**src/sv/cfic_pkg.sv**
```systemverilog
// ----------------------------------------------------------------------------
// cfic_pkg
// Shared types, constants and byte functions of the frame integrity checker.
// ----------------------------------------------------------------------------
package cfic_pkg;

	localparam int CFG_INDEX_BITS = 2;

	typedef enum logic [CFG_INDEX_BITS-1:0] {
		REG_FRAME_WIDTH  = 2'd0,
		REG_FRAME_HEIGHT = 2'd1,
		REG_CAPACITY     = 2'd2,
		REG_PATTERN_EN   = 2'd3
	} cfg_reg_t;

	localparam int WIDTH_RESET    = 324;
	localparam int HEIGHT_RESET   = 244;
	localparam int CAPACITY_RESET = 79056;

	localparam logic [31:0] CRC_POLY   = 32'hEDB8_8320;
	localparam logic [31:0] CRC_PRESET = 32'hFFFF_FFFF;

	// Pattern verdict flags handed to the result stage
	typedef struct packed {
		logic ok;
		logic rotate_left;
	} pat_status_t;

	function automatic logic [7:0] rot_l(input logic [7:0] v);
		return {v[6:0], v[7]};
	endfunction

	function automatic logic [7:0] rot_r(input logic [7:0] v);
		return {v[0], v[7:1]};
	endfunction

	function automatic logic one_hot(input logic [7:0] v);
		return (v != 8'd0) && ((v & (v - 8'd1)) == 8'd0);
	endfunction

	// Reflected CRC-32, one byte
	function automatic logic [31:0] crc_byte(input logic [31:0] crc, input logic [7:0] b);
		logic [31:0] c;
		c = crc ^ {24'd0, b};
		for (int i = 0; i < 8; i++) begin
			c = c[0] ? ((c >> 1) ^ CRC_POLY) : (c >> 1);
		end
		return c;
	endfunction

endpackage

```
**src/sv/cfic_pattern.sv**
```systemverilog
// ----------------------------------------------------------------------------
// cfic_pattern
// Walking-one pattern tracker: position, direction and first mismatch.
// ----------------------------------------------------------------------------
module cfic_pattern #(
	parameter int COORD_BITS = 12
) (
	input  logic                  clk,
	input  logic                  arst_n,
	input  logic                  step,
	input  logic                  stored,
	input  logic                  last,
	input  logic [7:0]            pix,
	input  logic [COORD_BITS-1:0] frame_width,
	input  logic [COORD_BITS-1:0] frame_height,
	input  logic                  pattern_en,
	output cfic_pkg::pat_status_t status,
	output logic [COORD_BITS-1:0] rec_col,
	output logic [COORD_BITS-1:0] rec_row,
	output logic [7:0]            rec_exp,
	output logic [7:0]            rec_act
);

	logic [COORD_BITS-1:0] col_q, row_q, col_n, row_n;
	logic [7:0]            first_q, first_n, expect_q, expect_n;
	logic                  dir_q, dir_n, failed_q, failed_n;
	logic [COORD_BITS-1:0] fcol_q, frow_q, fcol_n, frow_n;
	logic [7:0]            fexp_q, fact_q, fexp_n, fact_n;

	logic                  geom_ok, check_on, in_rows, at_origin, at_second;
	logic [COORD_BITS:0]   col_inc;
	logic [7:0]            cmp_exp;
	logic                  end_failed;
	logic [COORD_BITS-1:0] end_col, end_row;
	logic [7:0]            end_exp, end_act;

	always_comb begin
		geom_ok   = (frame_width >= COORD_BITS'(2)) && (frame_height != '0);
		check_on  = pattern_en && geom_ok;
		in_rows   = row_q < frame_height;
		at_origin = (col_q == '0) && (row_q == '0);
		at_second = (col_q == COORD_BITS'(1)) && (row_q == '0);
		cmp_exp   = (col_q == '0) ? first_q : expect_q;
		col_inc   = {1'b0, col_q} + (COORD_BITS+1)'(1);

		first_n  = first_q;
		expect_n = expect_q;
		dir_n    = dir_q;
		failed_n = failed_q;
		fcol_n   = fcol_q;
		frow_n   = frow_q;
		fexp_n   = fexp_q;
		fact_n   = fact_q;
		col_n    = col_q;
		row_n    = row_q;

		if (stored && check_on && !failed_q && in_rows) begin
			if (at_origin) begin
				if (!cfic_pkg::one_hot(pix)) begin
					failed_n = 1'b1;
					fcol_n   = '0;
					frow_n   = '0;
					fexp_n   = 8'd0;
					fact_n   = pix;
				end else begin
					first_n = pix;
				end
			end else if (at_second) begin
				if (pix == cfic_pkg::rot_l(first_q)) begin
					dir_n    = 1'b1;
					expect_n = cfic_pkg::rot_l(pix);
				end else if (pix == cfic_pkg::rot_r(first_q)) begin
					dir_n    = 1'b0;
					expect_n = cfic_pkg::rot_r(pix);
				end else begin
					failed_n = 1'b1;
					fcol_n   = COORD_BITS'(1);
					frow_n   = '0;
					fexp_n   = cfic_pkg::rot_l(first_q);
					fact_n   = pix;
				end
			end else if (!cfic_pkg::one_hot(pix) || (pix != cmp_exp)) begin
				failed_n = 1'b1;
				fcol_n   = col_q;
				frow_n   = row_q;
				fexp_n   = cmp_exp;
				fact_n   = pix;
			end else begin
				expect_n = dir_q ? cfic_pkg::rot_l(cmp_exp) : cfic_pkg::rot_r(cmp_exp);
			end
		end

		// advance position; wrap to next row at the row end
		if (stored && in_rows) begin
			if (col_inc >= {1'b0, frame_width}) begin
				col_n = '0;
				row_n = row_q + COORD_BITS'(1);
			end else begin
				col_n = col_inc[COORD_BITS-1:0];
			end
		end

		// short frame: first missing pixel counts as a mismatch with zero
		end_failed = failed_n;
		end_col    = fcol_n;
		end_row    = frow_n;
		end_exp    = fexp_n;
		end_act    = fact_n;
		if (check_on && !failed_n && (row_n < frame_height)) begin
			end_failed = 1'b1;
			end_col    = col_n;
			end_row    = row_n;
			end_act    = 8'd0;
			if (col_n == '0) begin
				end_exp = (row_n == '0) ? 8'd0 : first_n;
			end else if ((row_n == '0) && (col_n == COORD_BITS'(1))) begin
				end_exp = cfic_pkg::rot_l(first_n);
			end else begin
				end_exp = expect_n;
			end
		end

		status.ok          = 1'b1;
		status.rotate_left = 1'b0;
		rec_col = '0;
		rec_row = '0;
		rec_exp = 8'd0;
		rec_act = 8'd0;
		priority if (!pattern_en) begin
			status.ok = 1'b1;
		end else if (!geom_ok) begin
			status.ok = 1'b0;
		end else if (end_failed) begin
			status.ok = 1'b0;
			rec_col   = end_col;
			rec_row   = end_row;
			rec_exp   = end_exp;
			rec_act   = end_act;
		end else begin
			status.ok          = 1'b1;
			status.rotate_left = dir_n;
		end
	end

	always_ff @(posedge clk or negedge arst_n) begin
		if (!arst_n) begin
			col_q    <= '0;
			row_q    <= '0;
			first_q  <= 8'd0;
			expect_q <= 8'd0;
			dir_q    <= 1'b0;
			failed_q <= 1'b0;
			fcol_q   <= '0;
			frow_q   <= '0;
			fexp_q   <= 8'd0;
			fact_q   <= 8'd0;
		end else if (step) begin
			if (last) begin
				col_q    <= '0;
				row_q    <= '0;
				first_q  <= 8'd0;
				expect_q <= 8'd0;
				dir_q    <= 1'b0;
				failed_q <= 1'b0;
				fcol_q   <= '0;
				frow_q   <= '0;
				fexp_q   <= 8'd0;
				fact_q   <= 8'd0;
			end else begin
				col_q    <= col_n;
				row_q    <= row_n;
				first_q  <= first_n;
				expect_q <= expect_n;
				dir_q    <= dir_n;
				failed_q <= failed_n;
				fcol_q   <= fcol_n;
				frow_q   <= frow_n;
				fexp_q   <= fexp_n;
				fact_q   <= fact_n;
			end
		end
	end

endmodule

```
**config.mk**
```make
export PLATFORM = sky130hd
export DESIGN_NAME = cfic_pattern
export DESIGN_NICKNAME = d
export VERILOG_FILES = /design/src/sv/cfic_pkg.sv /design/src/sv/cfic_pattern.sv
export SDC_FILE = /design/constraint.sdc
export NUM_CORES = 1
export LEC_CHECK = 0
export BUFFER_PORTS_ARGS = -buffer_cell sky130_fd_sc_hd__buf_2
export CAP_MARGIN = 0
export CORE_MARGIN = 2
export CORE_UTILIZATION = 35
export DETAILED_ROUTE_END_ITERATION = 8
export GPL_TIMING_DRIVEN = 0
export PLACE_DENSITY = 0.62
export SKIP_LAST_GASP = 1
export SYNTH_ARGS = -nofsm -noshare
export SYNTH_HDL_FRONTEND = slang
export SYNTH_SLANG_ARGS = --single-unit
export TNS_END_PERCENT = 100
```
**constraint.sdc**
```tcl
create_clock -name clk -period 5.4 [get_ports clk]
set_input_delay 0.81 -clock clk [delete_from_list [all_inputs] [get_ports clk]]
set_output_delay 0.81 -clock clk [all_outputs]
set_load 0.01 [all_outputs]
```
==> metrics.cfg <==
[status]
outcome = finished with violations
violations = negative setup slack

[power]
p_leak_nw = 4.39
ir_worst_vdd_uv = 162
powerDensity_nw_per_um2 = 189
power_mw = 1.85

[yosys]
ys_seq_area_share_pct = 27.4
yosys.area.top_type = dfrtp_1
synthesis.area_um2 = 7490
synth_edf_count = 0
synth_cell_type_count = 72
muxShareOfSynthArea_pct = 5.33
synth_compound_area_share_pct = 30.4
ys_warn_count = 0
synthArstFlopShare_pct = 100
synth_area_leaders = dfrtp_1 27%, ha_1 6.5%, a22o_1 4.8%
synth_top_flop_cell = dfrtp_1
synth-seq-cells = 82
synth_fp_nets = 982
netlist.area_leader.share_pct = 27.4
synth.avg_cell_area_um2 = 8.28
synth_fa_ha_area_share_pct = 6.52
yosys.area_share.simple_pct = 17.5
synthCells = 905
synth_top_family_by_area = compound AO/OA/AOI/OAI gates
synthXorXnorAreaFrac_pct = 5.85

[grt]
busiest_layer = met2
grtUsageTotal_pct = 25.2
gr-total-overflow = 0
met1_usage_pct = 35.0
grt_pass1_vias = 7551
grt_max_degree = 51
grt_pass1_wl_um = 43400
antenna_found_initial = 0
met3_usage_pct = 4.67
grtUsageMet2_pct = 38.8

[clocking]
insertion_delay_ps = 360
htreeDepth = 3
cts-root-buf = clkbuf_16
clock_path_buffers = 2
clock-sinks = 82
clkTransAtPathRegs_ps = 80
cts_tree = done
cts_made_buffers = 9

[floorplanning]
start_util_pct = 35.6
die-area_um2 = 22600
fp.dieW_um = 150
core_um2 = 21000
top_level_ports = 80
die_height_um = 150
core.rowCount = 53

[route]
drtIter0Drc = 969
drt-total-wl_um = 28900
routed_via_density = 6.13
routedWlPerCell_um = 22.0
drc = 0
ant_nets = 0
drt-pass1-iter-count = 6
dr_total_vias = 8062

[finish]
drive_above_1_share_pct = 27.7
antenna-diode-count = 0
fin_util_pct = 46.5
multi_input_area_um2 = 5570
fillers = 2042
area_growth_syn_to_layout_pct = 30.5
layout.cells.non_filler = 1316
fin_nets = 1113
seqCellArea_um2 = 2060

[place]
gp_congestion = 0.982
dp.cells = 1260
hpwlAfterDp_um = 20400
io_buffers = 79

[timing]
rsz0062_at_grt = yes
period_needed_ps = 6510
setup_slack_ps = -1110
finalSetupViolations = 34
clock_skew_ps = 13.2
worst_slew_pin_slew_ps = 1230
slew_headroom_pct = 17.5
fin_setup_tns_ps = -33260
finalHoldViolCount = 0
whs_ps = 401
fmax_mhz = 154
finalCritPeriodShare_pct = 121
final_max_slew_viol_count = 0

[critical_path]
start_kind = register
required_ps = 4590
end_kind = primary output
arrival_ps = 5700
crit_fanout = 6
crit_type = reg2out

[hold_path]
hp-class = in2async

[run]
drv_cap = 0

placed cells by master, fill, tap and decap left out, types with 6 or more instances in the layout:
cell / synthesis / final
o2bb2ai_1: 33 / 33
nor2_1: 57 / 55
clkbuf_16: 0 / 12
nor3_1: 16 / 13
nor4_1: 14 / 14
nand3_1: 26 / 25
buf_12: 0 / 7
a221oi_2: 0 / 14
a22oi_1: 24 / 23
nor2b_1: 6 / 6
o21ai_0: 42 / 39
o22ai_1: 16 / 16
buf_6: 1 / 7
inv_1: 43 / 41
xnor2_2: 0 / 7
xnor2_1: 20 / 12
a21o_1: 8 / 7
a211oi_4: 0 / 7
dfrtp_1: 82 / 78
a21oi_1: 37 / 35
a211oi_2: 0 / 18
mux2_2: 7 / 7
nand4_1: 15 / 15
ha_1: 39 / 34
buf_4: 5 / 40
mux2i_1: 32 / 32
xor2_1: 30 / 28
nand2_1: 74 / 69
clkbuf_1: 58 / 48
a22o_1: 41 / 41
buf_2: 15 / 88
metrics by stage:
step / worst slack [ps] / area [µm²]
after floorplan: -265 / 7720
final: -1110 / 9770
after detailed placement: -1640 / 8490
after global routing: -1250 / 9770
after CTS: -1090 / 9280
after global placement: -1640 / 8460
power by group:
group	internal, mW	switching [mW]	total, mW	leakage, nW
logic	0.209	0.344	0.554	3.10
registers	0.625	0.0111	0.636	1.13
clock network	0.368	0.294	0.662	0.153
total	1.20	0.650	1.85	4.39
state kept, by name, summed over array words and instances, names as in the netlist:
name,count
col_q,12
dir_q,1
expect_q,8
fact_q,8
failed_q,1
fcol_q,12
fexp_q,8
first_q,8
frow_q,12
row_q,12
layout make-up:
| class | instances | share of cell area [%] |
|---|---|---|
| buffer | 78 | 4.74 |
| clock inverter | 7 | 0.871 |
| multi-input combinational | 696 | 57.0 |
| clock buffer | 9 | 2.30 |
| inverter | 44 | 1.69 |
| tap | 275 | 3.52 |
| sequential | 82 | 21.0 |
| timing repair buffer | 125 | 8.86 |
cells by family after synthesis:
kind of cell / Yosys count
adders and majority gates: 39
DFF: 82
buffers and inverters: 127
muxes: 39
xor gates and xnor gates: 50
and+or+nand+nor: 261
AOI/OAI and AO/OA: 307
worst max-delay path: stages (launching register included):
cell,delay [ps]
dfrtp_2,420
and4_4,230
and3_4,220
nand2_4,60
xnor2_2,150
ha_1,320
nand4_1,180
a311o_1,390
and3_4,190
or4_4,580
nor2_4,170
and3_4,230
xnor2_4,120
inv_2,70
ha_4,270
nand4_1,100
a2111oi_2,250
o31ai_2,160
and4b_1,280
buf_6,170
buf_12,150
a222oi_1,360
nor2_1,100
buf_2,150
repair_timing:
item,CTS,global route
gates resized for setup,57,77
endpoints found under the hold margin,0,0
buffers inserted,23,19
endpoints found under the setup margin,34,34
gates cloned,2,3
pin swaps,20,45
hold buffers,0,0
metal layers:
layer | vias up | part of all wire [%]
met5 | - | 0
met4 | 0 | 2.9
met3 | 66 | 8.3
met2 | 372 | 45
met1 | 3922 | 44
li1 | 3702 | -
worst paths after layout:
path / from / end / slack, ps / cells past startpoint
max in group asynchronous: arst_n / first_q[5] / 4360 / 2
max: col_q[3] / rec_row[6] / -1110 / 23
min in group clk: fexp_q[6] / fexp_q[6] / 500 / 1
min: arst_n / col_q[5] / 400 / 1
min reg2reg: fexp_q[6] / fexp_q[6] / 500 / 1
max reg2reg: row_q[5] / fexp_q[0] / 780 / 10
cell usage after synthesis (all sizes together), types with 16 or more instances:
cell type and count:
a22o 41, a211oi 26, inv 43, xnor2 20, o21ai 46, a221oi 24, nand3 26, nor3 18
xor2 30, a21oi 38, nand2 74, o22ai 16, dfrtp 82, ha 39, mux2i 32, a22oi 24
clkbuf 58, o2bb2ai 33, buf 25, nor2 61
(Power assumes the default switching activity.)
